**src/design/lpc_pkg.sv**
```systemverilog
package lpc_pkg;

    // Opcodes of an input transaction.
    localparam logic [1:0] OP_RAW   = 2'd0;
    localparam logic [1:0] OP_LEVEL = 2'd1;
    localparam logic [1:0] OP_HSV   = 2'd2;

    // Configuration register indexes.
    localparam logic [1:0] REG_LED_COUNT  = 2'd0;
    localparam logic [1:0] REG_BRIGHTNESS = 2'd1;
    localparam logic [1:0] REG_GAMMA_EN   = 2'd2;

    localparam logic [7:0] FULL_SCALE = 8'd255;

    typedef struct packed {
        logic [15:0] led_count;
        logic [7:0]  brightness;
        logic        gamma_en;
    } cfg_t;

    typedef struct packed {
        logic [15:0] index;
        logic [7:0]  red;
        logic [7:0]  green;
        logic [7:0]  blue;
    } pixel_t;

    // Rainbow wheel, red row.
    localparam logic [7:0] WHEEL_R [256] = '{
        8'd255, 8'd255, 8'd255, 8'd255, 8'd255, 8'd255, 8'd255, 8'd255, 8'd255, 8'd255,
        8'd255, 8'd255, 8'd255, 8'd255, 8'd255, 8'd255, 8'd255, 8'd255, 8'd255, 8'd255,
        8'd255, 8'd255, 8'd255, 8'd255, 8'd255, 8'd255, 8'd255, 8'd255, 8'd255, 8'd255,
        8'd255, 8'd255, 8'd255, 8'd255, 8'd255, 8'd255, 8'd255, 8'd255, 8'd255, 8'd255,
        8'd255, 8'd255, 8'd255, 8'd253, 8'd247, 8'd241, 8'd235, 8'd229, 8'd223, 8'd217,
        8'd211, 8'd205, 8'd199, 8'd193, 8'd187, 8'd181, 8'd175, 8'd169, 8'd163, 8'd157,
        8'd151, 8'd145, 8'd139, 8'd133, 8'd128, 8'd122, 8'd116, 8'd110, 8'd104, 8'd98,
        8'd92,  8'd86,  8'd80,  8'd74,  8'd68,  8'd62,  8'd56,  8'd50,  8'd44,  8'd38,
        8'd32,  8'd26,  8'd20,  8'd14,  8'd8,   8'd2,   8'd0,   8'd0,   8'd0,   8'd0,
        8'd0,   8'd0,   8'd0,   8'd0,   8'd0,   8'd0,   8'd0,   8'd0,   8'd0,   8'd0,
        8'd0,   8'd0,   8'd0,   8'd0,   8'd0,   8'd0,   8'd0,   8'd0,   8'd0,   8'd0,
        8'd0,   8'd0,   8'd0,   8'd0,   8'd0,   8'd0,   8'd0,   8'd0,   8'd0,   8'd0,
        8'd0,   8'd0,   8'd0,   8'd0,   8'd0,   8'd0,   8'd0,   8'd0,   8'd0,   8'd0,
        8'd0,   8'd0,   8'd0,   8'd0,   8'd0,   8'd0,   8'd0,   8'd0,   8'd0,   8'd0,
        8'd0,   8'd0,   8'd0,   8'd0,   8'd0,   8'd0,   8'd0,   8'd0,   8'd0,   8'd0,
        8'd0,   8'd0,   8'd0,   8'd0,   8'd0,   8'd0,   8'd0,   8'd0,   8'd0,   8'd0,
        8'd0,   8'd0,   8'd0,   8'd0,   8'd0,   8'd0,   8'd0,   8'd0,   8'd0,   8'd0,
        8'd0,   8'd2,   8'd8,   8'd14,  8'd20,  8'd26,  8'd32,  8'd38,  8'd44,  8'd50,
        8'd56,  8'd62,  8'd68,  8'd74,  8'd80,  8'd86,  8'd92,  8'd98,  8'd104, 8'd110,
        8'd116, 8'd122, 8'd128, 8'd133, 8'd139, 8'd145, 8'd151, 8'd157, 8'd163, 8'd169,
        8'd175, 8'd181, 8'd187, 8'd193, 8'd199, 8'd205, 8'd211, 8'd217, 8'd223, 8'd229,
        8'd235, 8'd241, 8'd247, 8'd253, 8'd255, 8'd255, 8'd255, 8'd255, 8'd255, 8'd255,
        8'd255, 8'd255, 8'd255, 8'd255, 8'd255, 8'd255, 8'd255, 8'd255, 8'd255, 8'd255,
        8'd255, 8'd255, 8'd255, 8'd255, 8'd255, 8'd255, 8'd255, 8'd255, 8'd255, 8'd255,
        8'd255, 8'd255, 8'd255, 8'd255, 8'd255, 8'd255, 8'd255, 8'd255, 8'd255, 8'd255,
        8'd255, 8'd255, 8'd255, 8'd255, 8'd255, 8'd255
    };

    // Rainbow wheel, green row.
    localparam logic [7:0] WHEEL_G [256] = '{
        8'd0,   8'd6,   8'd12,  8'd18,  8'd24,  8'd30,  8'd36,  8'd42,  8'd48,  8'd54,
        8'd60,  8'd66,  8'd72,  8'd78,  8'd84,  8'd90,  8'd96,  8'd102, 8'd108, 8'd114,
        8'd120, 8'd126, 8'd131, 8'd137, 8'd143, 8'd149, 8'd155, 8'd161, 8'd167, 8'd173,
        8'd179, 8'd185, 8'd191, 8'd197, 8'd203, 8'd209, 8'd215, 8'd221, 8'd227, 8'd233,
        8'd239, 8'd245, 8'd251, 8'd255, 8'd255, 8'd255, 8'd255, 8'd255, 8'd255, 8'd255,
        8'd255, 8'd255, 8'd255, 8'd255, 8'd255, 8'd255, 8'd255, 8'd255, 8'd255, 8'd255,
        8'd255, 8'd255, 8'd255, 8'd255, 8'd255, 8'd255, 8'd255, 8'd255, 8'd255, 8'd255,
        8'd255, 8'd255, 8'd255, 8'd255, 8'd255, 8'd255, 8'd255, 8'd255, 8'd255, 8'd255,
        8'd255, 8'd255, 8'd255, 8'd255, 8'd255, 8'd255, 8'd255, 8'd255, 8'd255, 8'd255,
        8'd255, 8'd255, 8'd255, 8'd255, 8'd255, 8'd255, 8'd255, 8'd255, 8'd255, 8'd255,
        8'd255, 8'd255, 8'd255, 8'd255, 8'd255, 8'd255, 8'd255, 8'd255, 8'd255, 8'd255,
        8'd255, 8'd255, 8'd255, 8'd255, 8'd255, 8'd255, 8'd255, 8'd255, 8'd255, 8'd255,
        8'd255, 8'd255, 8'd255, 8'd255, 8'd255, 8'd255, 8'd255, 8'd255, 8'd255, 8'd249,
        8'd243, 8'd237, 8'd231, 8'd225, 8'd219, 8'd213, 8'd207, 8'd201, 8'd195, 8'd189,
        8'd183, 8'd177, 8'd171, 8'd165, 8'd159, 8'd153, 8'd147, 8'd141, 8'd135, 8'd129,
        8'd124, 8'd118, 8'd112, 8'd106, 8'd100, 8'd94,  8'd88,  8'd82,  8'd76,  8'd70,
        8'd64,  8'd58,  8'd52,  8'd46,  8'd40,  8'd34,  8'd28,  8'd22,  8'd16,  8'd10,
        8'd4,   8'd0,   8'd0,   8'd0,   8'd0,   8'd0,   8'd0,   8'd0,   8'd0,   8'd0,
        8'd0,   8'd0,   8'd0,   8'd0,   8'd0,   8'd0,   8'd0,   8'd0,   8'd0,   8'd0,
        8'd0,   8'd0,   8'd0,   8'd0,   8'd0,   8'd0,   8'd0,   8'd0,   8'd0,   8'd0,
        8'd0,   8'd0,   8'd0,   8'd0,   8'd0,   8'd0,   8'd0,   8'd0,   8'd0,   8'd0,
        8'd0,   8'd0,   8'd0,   8'd0,   8'd0,   8'd0,   8'd0,   8'd0,   8'd0,   8'd0,
        8'd0,   8'd0,   8'd0,   8'd0,   8'd0,   8'd0,   8'd0,   8'd0,   8'd0,   8'd0,
        8'd0,   8'd0,   8'd0,   8'd0,   8'd0,   8'd0,   8'd0,   8'd0,   8'd0,   8'd0,
        8'd0,   8'd0,   8'd0,   8'd0,   8'd0,   8'd0,   8'd0,   8'd0,   8'd0,   8'd0,
        8'd0,   8'd0,   8'd0,   8'd0,   8'd0,   8'd0
    };

    // Rainbow wheel, blue row.
    localparam logic [7:0] WHEEL_B [256] = '{
        8'd0,   8'd0,   8'd0,   8'd0,   8'd0,   8'd0,   8'd0,   8'd0,   8'd0,   8'd0,
        8'd0,   8'd0,   8'd0,   8'd0,   8'd0,   8'd0,   8'd0,   8'd0,   8'd0,   8'd0,
        8'd0,   8'd0,   8'd0,   8'd0,   8'd0,   8'd0,   8'd0,   8'd0,   8'd0,   8'd0,
        8'd0,   8'd0,   8'd0,   8'd0,   8'd0,   8'd0,   8'd0,   8'd0,   8'd0,   8'd0,
        8'd0,   8'd0,   8'd0,   8'd0,   8'd0,   8'd0,   8'd0,   8'd0,   8'd0,   8'd0,
        8'd0,   8'd0,   8'd0,   8'd0,   8'd0,   8'd0,   8'd0,   8'd0,   8'd0,   8'd0,
        8'd0,   8'd0,   8'd0,   8'd0,   8'd0,   8'd0,   8'd0,   8'd0,   8'd0,   8'd0,
        8'd0,   8'd0,   8'd0,   8'd0,   8'd0,   8'd0,   8'd0,   8'd0,   8'd0,   8'd0,
        8'd0,   8'd0,   8'd0,   8'd0,   8'd0,   8'd0,   8'd4,   8'd10,  8'd16,  8'd22,
        8'd28,  8'd34,  8'd40,  8'd46,  8'd52,  8'd58,  8'd64,  8'd70,  8'd76,  8'd82,
        8'd88,  8'd94,  8'd100, 8'd106, 8'd112, 8'd118, 8'd124, 8'd129, 8'd135, 8'd141,
        8'd147, 8'd153, 8'd159, 8'd165, 8'd171, 8'd177, 8'd183, 8'd189, 8'd195, 8'd201,
        8'd207, 8'd213, 8'd219, 8'd225, 8'd231, 8'd237, 8'd243, 8'd249, 8'd255, 8'd255,
        8'd255, 8'd255, 8'd255, 8'd255, 8'd255, 8'd255, 8'd255, 8'd255, 8'd255, 8'd255,
        8'd255, 8'd255, 8'd255, 8'd255, 8'd255, 8'd255, 8'd255, 8'd255, 8'd255, 8'd255,
        8'd255, 8'd255, 8'd255, 8'd255, 8'd255, 8'd255, 8'd255, 8'd255, 8'd255, 8'd255,
        8'd255, 8'd255, 8'd255, 8'd255, 8'd255, 8'd255, 8'd255, 8'd255, 8'd255, 8'd255,
        8'd255, 8'd255, 8'd255, 8'd255, 8'd255, 8'd255, 8'd255, 8'd255, 8'd255, 8'd255,
        8'd255, 8'd255, 8'd255, 8'd255, 8'd255, 8'd255, 8'd255, 8'd255, 8'd255, 8'd255,
        8'd255, 8'd255, 8'd255, 8'd255, 8'd255, 8'd255, 8'd255, 8'd255, 8'd255, 8'd255,
        8'd255, 8'd255, 8'd255, 8'd255, 8'd255, 8'd255, 8'd255, 8'd255, 8'd255, 8'd255,
        8'd255, 8'd255, 8'd255, 8'd255, 8'd251, 8'd245, 8'd239, 8'd233, 8'd227, 8'd221,
        8'd215, 8'd209, 8'd203, 8'd197, 8'd191, 8'd185, 8'd179, 8'd173, 8'd167, 8'd161,
        8'd155, 8'd149, 8'd143, 8'd137, 8'd131, 8'd126, 8'd120, 8'd114, 8'd108, 8'd102,
        8'd96,  8'd90,  8'd84,  8'd78,  8'd72,  8'd66,  8'd60,  8'd54,  8'd48,  8'd42,
        8'd36,  8'd30,  8'd24,  8'd18,  8'd12,  8'd6
    };

    localparam logic [7:0] GAMMA [256] = '{
        8'd0,   8'd0,   8'd0,   8'd0,   8'd0,   8'd0,   8'd0,   8'd0,
        8'd1,   8'd1,   8'd1,   8'd1,   8'd1,   8'd1,   8'd1,   8'd1,
        8'd2,   8'd2,   8'd2,   8'd2,   8'd2,   8'd2,   8'd2,   8'd3,
        8'd3,   8'd3,   8'd3,   8'd3,   8'd4,   8'd4,   8'd4,   8'd5,
        8'd5,   8'd5,   8'd5,   8'd5,   8'd6,   8'd6,   8'd6,   8'd6,
        8'd7,   8'd7,   8'd7,   8'd8,   8'd8,   8'd8,   8'd8,   8'd8,
        8'd9,   8'd10,  8'd10,  8'd10,  8'd10,  8'd11,  8'd11,  8'd12,
        8'd12,  8'd12,  8'd12,  8'd13,  8'd13,  8'd13,  8'd14,  8'd14,
        8'd15,  8'd15,  8'd15,  8'd16,  8'd17,  8'd17,  8'd17,  8'd17,
        8'd18,  8'd18,  8'd19,  8'd20,  8'd20,  8'd20,  8'd20,  8'd21,
        8'd22,  8'd22,  8'd23,  8'd23,  8'd23,  8'd24,  8'd25,  8'd25,
        8'd26,  8'd26,  8'd27,  8'd27,  8'd28,  8'd28,  8'd29,  8'd30,
        8'd30,  8'd31,  8'd31,  8'd32,  8'd33,  8'd33,  8'd34,  8'd35,
        8'd35,  8'd36,  8'd37,  8'd37,  8'd38,  8'd38,  8'd39,  8'd40,
        8'd41,  8'd41,  8'd42,  8'd43,  8'd44,  8'd45,  8'd45,  8'd46,
        8'd47,  8'd47,  8'd48,  8'd49,  8'd50,  8'd51,  8'd52,  8'd53,
        8'd54,  8'd54,  8'd55,  8'd56,  8'd56,  8'd57,  8'd58,  8'd59,
        8'd60,  8'd61,  8'd62,  8'd63,  8'd64,  8'd65,  8'd66,  8'd67,
        8'd68,  8'd69,  8'd69,  8'd70,  8'd71,  8'd73,  8'd74,  8'd75,
        8'd76,  8'd77,  8'd78,  8'd79,  8'd80,  8'd81,  8'd82,  8'd84,
        8'd85,  8'd86,  8'd87,  8'd89,  8'd90,  8'd91,  8'd93,  8'd94,
        8'd95,  8'd96,  8'd97,  8'd98,  8'd100, 8'd101, 8'd102, 8'd103,
        8'd105, 8'd106, 8'd108, 8'd109, 8'd110, 8'd111, 8'd113, 8'd115,
        8'd117, 8'd118, 8'd119, 8'd121, 8'd122, 8'd123, 8'd124, 8'd127,
        8'd128, 8'd130, 8'd131, 8'd133, 8'd134, 8'd136, 8'd137, 8'd139,
        8'd140, 8'd143, 8'd145, 8'd146, 8'd147, 8'd148, 8'd151, 8'd153,
        8'd154, 8'd156, 8'd158, 8'd159, 8'd162, 8'd163, 8'd165, 8'd167,
        8'd169, 8'd171, 8'd173, 8'd174, 8'd176, 8'd179, 8'd180, 8'd182,
        8'd185, 8'd186, 8'd188, 8'd190, 8'd192, 8'd194, 8'd196, 8'd199,
        8'd201, 8'd202, 8'd205, 8'd207, 8'd209, 8'd211, 8'd214, 8'd216,
        8'd218, 8'd220, 8'd223, 8'd225, 8'd226, 8'd230, 8'd231, 8'd235,
        8'd236, 8'd240, 8'd241, 8'd245, 8'd246, 8'd250, 8'd251, 8'd255
    };

    // 8-bit fixed-point scale: (c * k) >> 8.
    function automatic logic [7:0] scale8(input logic [7:0] c, input logic [7:0] k);
        logic [15:0] prod;
        prod = c * k;
        return prod[15:8];
    endfunction

endpackage

```
**src/design/lpc_cfg_regs.sv**
```systemverilog
module lpc_cfg_regs
    import lpc_pkg::*;
(
    input  logic        aclk,
    input  logic        aresetn,
    input  logic        cfg_valid,
    output logic        cfg_ready,
    input  logic [1:0]  cfg_index,
    input  logic [15:0] cfg_data,
    output cfg_t        cfg
);

    cfg_t cfg_reg;

    assign cfg_ready = 1'b1;
    assign cfg      = cfg_reg;

    // Brightness and gamma keep only the low bits of cfg_data; the unused index is ignored.
    always_ff @(posedge aclk) begin
        if (!aresetn) begin
            cfg_reg.led_count  <= 16'd0;
            cfg_reg.brightness <= FULL_SCALE;
            cfg_reg.gamma_en   <= 1'b1;
        end else if (cfg_valid) begin
            case (cfg_index)
                REG_LED_COUNT:  cfg_reg.led_count  <= cfg_data;
                REG_BRIGHTNESS: cfg_reg.brightness <= cfg_data[7:0];
                REG_GAMMA_EN:   cfg_reg.gamma_en   <= cfg_data[0];
                default: ;
            endcase
        end
    end

endmodule

```
**src/design/lpc_color_stages.sv**
```systemverilog
module lpc_color_stages
    import lpc_pkg::*;
(
    input  logic        aclk,
    input  logic        aresetn,
    input  logic [15:0] led_count,
    input  logic        in_valid,
    output logic        in_ready,
    input  logic [15:0] in_index,
    input  logic [1:0]  in_opcode,
    input  logic [7:0]  in_a,
    input  logic [7:0]  in_b,
    input  logic [7:0]  in_c,
    input  logic [7:0]  in_level,
    output logic        out_valid,
    input  logic        out_ready,
    output pixel_t      out_pixel
);

    // Stage 1: base color from raw, level-scaled or wheel lookup.
    logic        v1_reg, v1_next;
    pixel_t      p1_reg, p1_next;
    logic [7:0]  sat1_reg, val1_reg;
    logic        hsv1_reg;
    // Stage 2: value scaling and the saturation mix term.
    logic        v2_reg;
    pixel_t      p2_reg, p2_next;
    logic [7:0]  sat2_reg;
    logic [15:0] mix2_reg, mix2_next;
    logic        mix_on2_reg, mix_on2_next;
    // Stage 3: saturation blend.
    logic        v3_reg;
    pixel_t      p3_reg, p3_next;

    logic        en1, en2, en3, keep;
    logic [7:0]  inv_sat;
    logic [16:0] sum_r, sum_g, sum_b;

    assign en3      = !v3_reg || out_ready;
    assign en2      = !v2_reg || en3;
    assign en1      = !v1_reg || en2;
    assign in_ready = en1;

    assign keep    = (in_index < led_count) &&
                     (in_opcode == OP_RAW || in_opcode == OP_LEVEL || in_opcode == OP_HSV);
    assign v1_next = in_valid && keep;

    always_comb begin
        p1_next.index = in_index;
        case (in_opcode)
            OP_RAW: begin
                p1_next.red   = in_a;
                p1_next.green = in_b;
                p1_next.blue  = in_c;
            end
            OP_LEVEL: begin
                p1_next.red   = scale8(in_a, in_level);
                p1_next.green = scale8(in_b, in_level);
                p1_next.blue  = scale8(in_c, in_level);
            end
            default: begin
                p1_next.red   = WHEEL_R[in_a];
                p1_next.green = WHEEL_G[in_a];
                p1_next.blue  = WHEEL_B[in_a];
            end
        endcase
    end

    always_comb begin
        p2_next = p1_reg;
        if (hsv1_reg && val1_reg != FULL_SCALE) begin
            p2_next.red   = scale8(p1_reg.red, val1_reg);
            p2_next.green = scale8(p1_reg.green, val1_reg);
            p2_next.blue  = scale8(p1_reg.blue, val1_reg);
        end
        inv_sat      = FULL_SCALE - sat1_reg;
        mix2_next    = val1_reg * inv_sat;
        mix_on2_next = hsv1_reg && sat1_reg != FULL_SCALE;
    end

    // The blend never exceeds 255 * v, so bits [15:8] hold the whole result.
    always_comb begin
        sum_r   = {9'd0, p2_reg.red}   * {9'd0, sat2_reg} + {1'b0, mix2_reg};
        sum_g   = {9'd0, p2_reg.green} * {9'd0, sat2_reg} + {1'b0, mix2_reg};
        sum_b   = {9'd0, p2_reg.blue}  * {9'd0, sat2_reg} + {1'b0, mix2_reg};
        p3_next = p2_reg;
        if (mix_on2_reg) begin
            p3_next.red   = sum_r[15:8];
            p3_next.green = sum_g[15:8];
            p3_next.blue  = sum_b[15:8];
        end
    end

    always_ff @(posedge aclk) begin
        if (!aresetn) begin
            v1_reg <= 1'b0;
            v2_reg <= 1'b0;
            v3_reg <= 1'b0;
        end else begin
            if (en1) v1_reg <= v1_next;
            if (en2) v2_reg <= v1_reg;
            if (en3) v3_reg <= v2_reg;
        end
    end

    always_ff @(posedge aclk) begin
        if (en1) begin
            p1_reg   <= p1_next;
            sat1_reg <= in_b;
            val1_reg <= in_c;
            hsv1_reg <= (in_opcode == OP_HSV);
        end
        if (en2) begin
            p2_reg      <= p2_next;
            sat2_reg    <= sat1_reg;
            mix2_reg    <= mix2_next;
            mix_on2_reg <= mix_on2_next;
        end
        if (en3) begin
            p3_reg <= p3_next;
        end
    end

    assign out_valid = v3_reg;
    assign out_pixel = p3_reg;

endmodule

```
**src/design/lpc_output_stages.sv**
```systemverilog
module lpc_output_stages
    import lpc_pkg::*;
(
    input  logic   aclk,
    input  logic   aresetn,
    input  cfg_t   cfg,
    input  logic   in_valid,
    output logic   in_ready,
    input  pixel_t in_pixel,
    output logic   out_valid,
    input  logic   out_ready,
    output pixel_t out_pixel
);

    logic   v4_reg, v5_reg;
    pixel_t p4_reg, p4_next, p5_reg, p5_next;
    logic   en4, en5;

    assign en5      = !v5_reg || out_ready;
    assign en4      = !v4_reg || en5;
    assign in_ready = en4;

    // Global brightness, skipped at full scale.
    always_comb begin
        p4_next = in_pixel;
        if (cfg.brightness != FULL_SCALE) begin
            p4_next.red   = scale8(in_pixel.red, cfg.brightness);
            p4_next.green = scale8(in_pixel.green, cfg.brightness);
            p4_next.blue  = scale8(in_pixel.blue, cfg.brightness);
        end
    end

    always_comb begin
        p5_next = p4_reg;
        if (cfg.gamma_en) begin
            p5_next.red   = GAMMA[p4_reg.red];
            p5_next.green = GAMMA[p4_reg.green];
            p5_next.blue  = GAMMA[p4_reg.blue];
        end
    end

    always_ff @(posedge aclk) begin
        if (!aresetn) begin
            v4_reg <= 1'b0;
            v5_reg <= 1'b0;
        end else begin
            if (en4) v4_reg <= in_valid;
            if (en5) v5_reg <= v4_reg;
        end
    end

    always_ff @(posedge aclk) begin
        if (en4) p4_reg <= p4_next;
        if (en5) p5_reg <= p5_next;
    end

    assign out_valid = v5_reg;
    assign out_pixel = p5_reg;

endmodule

```
**src/design/led_pixel_color_pipeline_top.sv**
```systemverilog
// Channel   | Direction | Handshake           | Payload
// ----------+-----------+---------------------+---------------------------------------------
// s_ input  | in        | s_valid / s_ready   | pix_index, opcode, channel_a/b/c, level
// m_ result | out       | m_valid / m_ready   | out_index, out_green, out_red, out_blue
// cfg write | in        | cfg_valid/cfg_ready | cfg_index (0 count, 1 brightness, 2 gamma)
//
// One pixel transaction is accepted per cycle while s_ready is high and passes five
// register stages to the m_ side. Each stage holds 8x8 multiplies or 256-entry table
// reads. Reset (aresetn low, synchronous) empties all stages and sets LED count 0,
// brightness 255 and gamma on; writes are always ready.
// A stall on m_ready holds each occupied stage while empty stages keep filling, so no
// transaction is lost or repeated; a dropped pixel only leaves an empty slot behind.
module led_pixel_color_pipeline_top
    import lpc_pkg::*;
(
    input  logic        aclk,
    input  logic        aresetn,

    input  logic        cfg_valid,
    output logic        cfg_ready,
    input  logic [1:0]  cfg_index,
    input  logic [15:0] cfg_data,

    input  logic        s_valid,
    output logic        s_ready,
    input  logic [15:0] s_pix_index,
    input  logic [1:0]  s_opcode,
    input  logic [7:0]  s_channel_a,
    input  logic [7:0]  s_channel_b,
    input  logic [7:0]  s_channel_c,
    input  logic [7:0]  s_level,

    output logic        m_valid,
    input  logic        m_ready,
    output logic [15:0] m_out_index,
    output logic [7:0]  m_out_green,
    output logic [7:0]  m_out_red,
    output logic [7:0]  m_out_blue
);

    cfg_t   cfg;
    logic   mid_valid;
    logic   mid_ready;
    pixel_t mid_pixel;
    pixel_t final_pixel;

    // Configuration registers. The user must issue writes only while the pipeline is empty;
    // this block does not enforce it, and the stages read these settings directly.
    lpc_cfg_regs u_cfg (
        .aclk      (aclk),
        .aresetn   (aresetn),
        .cfg_valid (cfg_valid),
        .cfg_ready (cfg_ready),
        .cfg_index (cfg_index),
        .cfg_data  (cfg_data),
        .cfg       (cfg)
    );

    // Stages one to three: range check and opcode decode, value scaling, saturation.
    lpc_color_stages u_color (
        .aclk      (aclk),
        .aresetn   (aresetn),
        .led_count (cfg.led_count),
        .in_valid  (s_valid),
        .in_ready  (s_ready),
        .in_index  (s_pix_index),
        .in_opcode (s_opcode),
        .in_a      (s_channel_a),
        .in_b      (s_channel_b),
        .in_c      (s_channel_c),
        .in_level  (s_level),
        .out_valid (mid_valid),
        .out_ready (mid_ready),
        .out_pixel (mid_pixel)
    );

    // Stages four and five: global brightness and gamma correction.
    lpc_output_stages u_output (
        .aclk      (aclk),
        .aresetn   (aresetn),
        .cfg       (cfg),
        .in_valid  (mid_valid),
        .in_ready  (mid_ready),
        .in_pixel  (mid_pixel),
        .out_valid (m_valid),
        .out_ready (m_ready),
        .out_pixel (final_pixel)
    );

    // Bytes leave in the strip's wire order: green, red, blue.
    assign m_out_index = final_pixel.index;
    assign m_out_green = final_pixel.green;
    assign m_out_red   = final_pixel.red;
    assign m_out_blue  = final_pixel.blue;

endmodule
```
**config.mk**
```make
export PLATFORM = sky130hd
export DESIGN_NAME = led_pixel_color_pipeline_top
export DESIGN_NICKNAME = d
export VERILOG_FILES = /design/src/design/lpc_pkg.sv /design/src/design/lpc_cfg_regs.sv /design/src/design/lpc_color_stages.sv /design/src/design/lpc_output_stages.sv /design/src/design/led_pixel_color_pipeline_top.sv
export SDC_FILE = /design/constraint.sdc
export NUM_CORES = 2
export LEC_CHECK = 0
export BUFFER_PORTS_ARGS = -buffer_cell sky130_fd_sc_hd__buf_4
export CORE_ASPECT_RATIO = 2
export CORE_UTILIZATION = 50
export DETAILED_ROUTE_END_ITERATION = 16
export GPL_TIMING_DRIVEN = 1
export PLACE_DENSITY = 0.71
export SYNTH_ARGS = -nofsm -noshare
export SYNTH_HDL_FRONTEND = slang
export SYNTH_HIERARCHICAL = 1
export SYNTH_SLANG_ARGS = --single-unit
```
**constraint.sdc**
```tcl
create_clock -name aclk -period 8.7 [get_ports aclk]
set_input_delay 1.74 -clock aclk [delete_from_list [all_inputs] [get_ports aclk]]
set_output_delay 1.74 -clock aclk [all_outputs]
set_load 0.005 [all_outputs]
```
-- Word-level counts from Yosys, hierarchy flattened
Memories as Yosys holds them, arrays and structs flattened.
Cells that the tools add are included.
- add/sub/neg operators: 4
- multiply operators: 13
- order comparisons: 5
- equality and inequality tests: 7
- muxes and demuxes: 17
- bitwise gates (word level): 4
- reductions and logical operators: 21
- operators by type and width (kind ; number):
    8-bit by 8-bit multiplier with 16-bit output ; 13
    24-bit 2-to-1 mux ; 4
    8-bit 2-to-1 mux ; 12
    16-bit adder ; 3
    24-bit case mux with 2 select lines ; 1
    9-bit >= comparator (second input constant) ; 4
    8-bit NOT with 9-bit output ; 4
    8-bit != test (second input constant) ; 3
    16-bit < comparator ; 1
    8-bit subtractor (first input constant) ; 1
    1-bit logical OR ; 7
    2-bit AND reduction ; 3
    1-bit logical NOT ; 5
    2-bit by 1-bit == test with 1-bit output (second input constant) ; 2
    2-bit == test (second input constant) ; 2
    1-bit logical AND ; 4
    2-bit logical NOT ; 2
- flip-flop bits (word level): 272
- ROM bits: 12288
- input port bits: 73
- output and inout bits: 43
- memories kept: 6
- memory list (memory ; words ; width ; read ports ; clocked after memory_dff ; write ports ; line ; source):
    (no name shown) ; 256 ; 8 ; 1 ; 0 ; 0 ; lpc_color_stages.sv:62 ; p1_next.red = WHEEL_R[in_a];
    (no name shown) ; 256 ; 8 ; 1 ; 0 ; 0 ; lpc_color_stages.sv:63 ; p1_next.green = WHEEL_G[in_a];
    (no name shown) ; 256 ; 8 ; 1 ; 0 ; 0 ; lpc_color_stages.sv:64 ; p1_next.blue = WHEEL_B[in_a];
    (no name shown) ; 256 ; 8 ; 1 ; 0 ; 0 ; lpc_output_stages.sv:36 ; p5_next.red = GAMMA[p4_reg.red];
    (no name shown) ; 256 ; 8 ; 1 ; 0 ; 0 ; lpc_output_stages.sv:37 ; p5_next.green = GAMMA[p4_reg.green];
    (no name shown) ; 256 ; 8 ; 1 ; 0 ; 0 ; lpc_output_stages.sv:38 ; p5_next.blue = GAMMA[p4_reg.blue];

-- Longest topological paths before layout
- depth in word-level cells: 6
- mapped depth: 20
- depth with buffers taken out: 18

-- Hierarchy
Netlist, hierarchy kept.
- modules (own cells, without submodules) (module ; instances ; cells each ; area an instance (um^2) ; sequential area each (um^2)):
    lpc_color_stages ; 1 ; 2992 ; 28045.6 ; 4924.7
    lpc_output_stages ; 1 ; 1651 ; 13860.8 ; 2442.3
    lpc_cfg_regs ; 1 ; 114 ; 1088.5 ; 500.5

-- Worst setup path before layout
OpenSTA, ideal clock, no wires.
- kind: input-to-reg
- from: input port s_channel_a[3]
- to: register u_color/p1_reg[23] in the netlist's numbering, data pin
- setup time: 0.265 ns
- data arrival time: 5.995 ns
- slack: 2.441 ns
- cell stages on the path: 20
- cell sequence: clkbuf_1 buf_2 buf_2 clkbuf_1 and2_1 fa_1 fa_1 inv_1 fa_1 inv_1 fa_1 ha_1 o21a_1 o21a_1 a211o_1 nand2_1 a21oi_1 a311oi_1 xnor2_1 a21oi_1
- RTL lines (what ; line ; source):
    start, declared ; led_pixel_color_pipeline_top.sv:28 ; input logic [7:0] s_channel_a,
    end signal, assigned ; lpc_color_stages.sv:108 ; p1_reg <= p1_next;
    end, declared ; lpc_color_stages.sv:22 ; pixel_t p1_reg, p1_next;

==> run summary <==
===========================================================================
Result of the run                                              finished, final reports clean
Clock sink count                                                        272
RSZ-0062 raised after global routing                                     no
Hold violation total from the final report                                0
Wire length after detailed routing                                110000 um
Post-synthesis instance area                                    0.0430 mm^2
Reg2Reg Setup Slack                                                 3.25 ns
Clock Latency Late Sink                                             0.62 ns
TritonCTS clock tree                                                  built
Count of boundary I/O pins                                              116
Number of distinct library cells after synthesis                         97
Hold path cells                                                           0
Die Y-Extent                                                         417 um
Remaining DRCs                                                            0
Commonest non-fill, non-tap cell in the layout                 sky130_fd_sc_hd__inv_1
Routed Antenna Nets                                                       0
Final layout net count                                                 5786
Dominant combinational cell family by area after synthesis      adder cells
Hold WC Path Type                                                   reg2reg
Number of synthesis warnings                                              6
Mux cell area share after synthesis                                   1.72%
Number of standard cells after synthesis                               4757
Antenna violations before repair                                          5
Fin crit share                                                        66.1%
Relative slew slack                                                   10.5%
Mean area per synthesized cell                                    9.04 um^2
Routed WL per cell                                                  18.9 um
Grt total ovfl                                                            0
Count of max-cap constraint violations                                    0
Die Area                                                        0.0872 mm^2
CTS Hold Buffers Added                                                    0
Clock-pin slew on the worst setup and hold paths                    0.07 ns
DRT iter0 DRCs                                                         1684
Area share of and/or/nand/nor cells after synthesis                   18.2%
Total routing usage reported by global routing                        25.4%
Most used cells in the layout excluding fill and tap cells     sky130_fd_sc_hd__inv_1, sky130_fd_sc_hd__and2_1, sky130_fd_sc_hd__ha_1
Length in cells of the worst reg-to-reg path                             16
Share of flip-flops with an asynchronous set or reset                    0%
Top_reg_cell synth                                             sky130_fd_sc_hd__edfxtp_1
Worst setup SP type                                            primary input
Fraction of synthesized cell area in xor and xnor cells               2.61%
Synthesized net count                                                  5837
Wire length of the first global-routing pass                      176000 um
DR pass1 iterations                                                       6
Proportion of synthesized chip area in sequential cells               18.3%
Number of CTS-inserted buffers                                           29
Fraction of final layout cells sized beyond drive strength 1          5.67%
Critical path data arrival time                                     6.12 ns
Die width                                                            209 um
Setup-violating endpoint count in the final report                        0
Gpl congestion                                                        0.955
Summed negative setup slack over all endpoints                         0 ns
Number of levels in the clock H-tree                                      1
Std-Cell Rows                                                           151
Final min period                                                    5.75 ns
Detail-routed via count per cell                                       5.74
# fillers                                                              7762
CTS root buf                                                   sky130_fd_sc_hd__clkbuf_16
Class of the most critical setup path                                in2reg
Post-DP HPWL                                                       85100 um
Crit. End Element                                                      flop
# resized after CTS                                                       0
Overall via count from detail_route                                   33.3k
Port Buffer Count                                                       114
Largest net degree at the start of global routing                        66
Area overhead of the layout relative to synthesis                     5.58%
Highest achievable clock rate                                       174 MHz
Post-Synth Adder-Cell Area                                            38.0%
WP data required                                                    9.07 ns
Std-Cell Core Area                                              0.0848 mm^2
Via count of the first global-routing pass                            35.0k
Total count of max-transition violations in the final report              0
Maximum fanout encountered on the critical timing path                   24
Initial standard-cell utilization of the core                         50.7%
Count of state elements after synthesis                                 272
Number of flops mapped to enable cells by yosys                         242
Compound-Gate Fraction of Synth Area                                  11.8%
Slew @ Worst Pin                                                    1.32 ns
Worst-case clock buffer depth                                             3
Buffer count from post-CTS setup fixing                                   0
Worst setup skew after layout                                     0.0155 ns
===========================================================================
[final cells by class]
type	instances	area [um^2]	area share (%)
Multi-Input combinational cell	3467	31100	68.6
Sequential cell	272	7870	17.3
Inverter	780	2930	6.45
Tap cell	1071	1340	2.95
Timing Repair Buffer	156	1170	2.58
Clock buffer	32	737	1.62
Clock inverter	22	223	0.491
Antenna cell	1	2.50	0.00551
[path summary, 6_finish.rpt]
check	end	startpoint
worst max-delay path	u_color/p1_reg[7]	s_level[2]
worst min-delay path	u_output/out_pixel[32]	u_output/p4_reg[32]
worst max register to register	u_color/out_pixel[22]	u_color/sat2_reg[2]
worst min register to register	u_output/out_pixel[32]	u_output/p4_reg[32]
[synth_stat cells, drive strengths merged (30+ instances only)]
cell type	n	area share, %
inv	777	6.8
and2	560	8.1
ha	509	15
fa	498	23
nand2	406	3.5
edfxtp	242	17
o21ai	210	2.5
a21oi	203	2.4
clkbuf	156	1.4
nor2	153	1.3
buf	82	1.2
nand2b	80	1.2
xnor2	77	1.6
nor2b	61	0.89
nand3	55	0.64
xor2	51	1.0
a211oi	46	0.84
a31oi	42	0.61
nor3	42	0.51
mux2i	40	0.93
o211ai	39	0.68
dfxtp	30	1.4
[critical path, stage by stage]
cell,delay (ns)
sky130_fd_sc_hd__buf_4,0.20
sky130_fd_sc_hd__and2_1,0.19
sky130_fd_sc_hd__fa_1,0.44
sky130_fd_sc_hd__fa_1,0.50
sky130_fd_sc_hd__inv_1,0.06
sky130_fd_sc_hd__fa_1,0.51
sky130_fd_sc_hd__fa_1,0.51
sky130_fd_sc_hd__inv_1,0.04
sky130_fd_sc_hd__ha_1,0.25
sky130_fd_sc_hd__o21ai_0,0.07
sky130_fd_sc_hd__nand2b_1,0.09
sky130_fd_sc_hd__a31o_4,0.28
sky130_fd_sc_hd__a211oi_4,0.32
sky130_fd_sc_hd__o21ai_2,0.13
sky130_fd_sc_hd__a21o_1,0.22
sky130_fd_sc_hd__a2111o_1,0.40
sky130_fd_sc_hd__and3_1,0.16
[layer usage]
layer  vias to the layer above  routed length, um  track usage, %
met5                         -                 54               0
met4                         8               7890            17.9
met3                       362               3800            2.29
met2                       907              60500            50.2
met1                     16519              37300            24.2
li1                      15506                  -               -
[through the flow]
stage          hold slack [ns]  cell area (um^2)  std cells  util (%)  setup slack, ns
6_report                 0.413             45400       5801      53.5             2.95
5_1_grt                  0.416             45400       5801      53.5             2.78
4_1_cts                  0.416             45400       5800      53.5             3.01
3_5_place_dp             0.405             44400       5746      52.4             2.37
3_3_place_gp             0.401             44400       5746      52.4             2.35
2_1_floorplan            0.400             43000       4757         -             2.44
[kinds of logic after synthesis]
logic type | after synthesis
other cells | 1
fa+ha+maj | 1007
xor+xnor | 128
flops | 272
compound gates | 787
buf+inv | 1018
mux | 68
simple gates | 1476
Power is left out: the tool's default activity adds up to more than one toggle a clock period on the data nets, which glitch-free logic cannot reach.
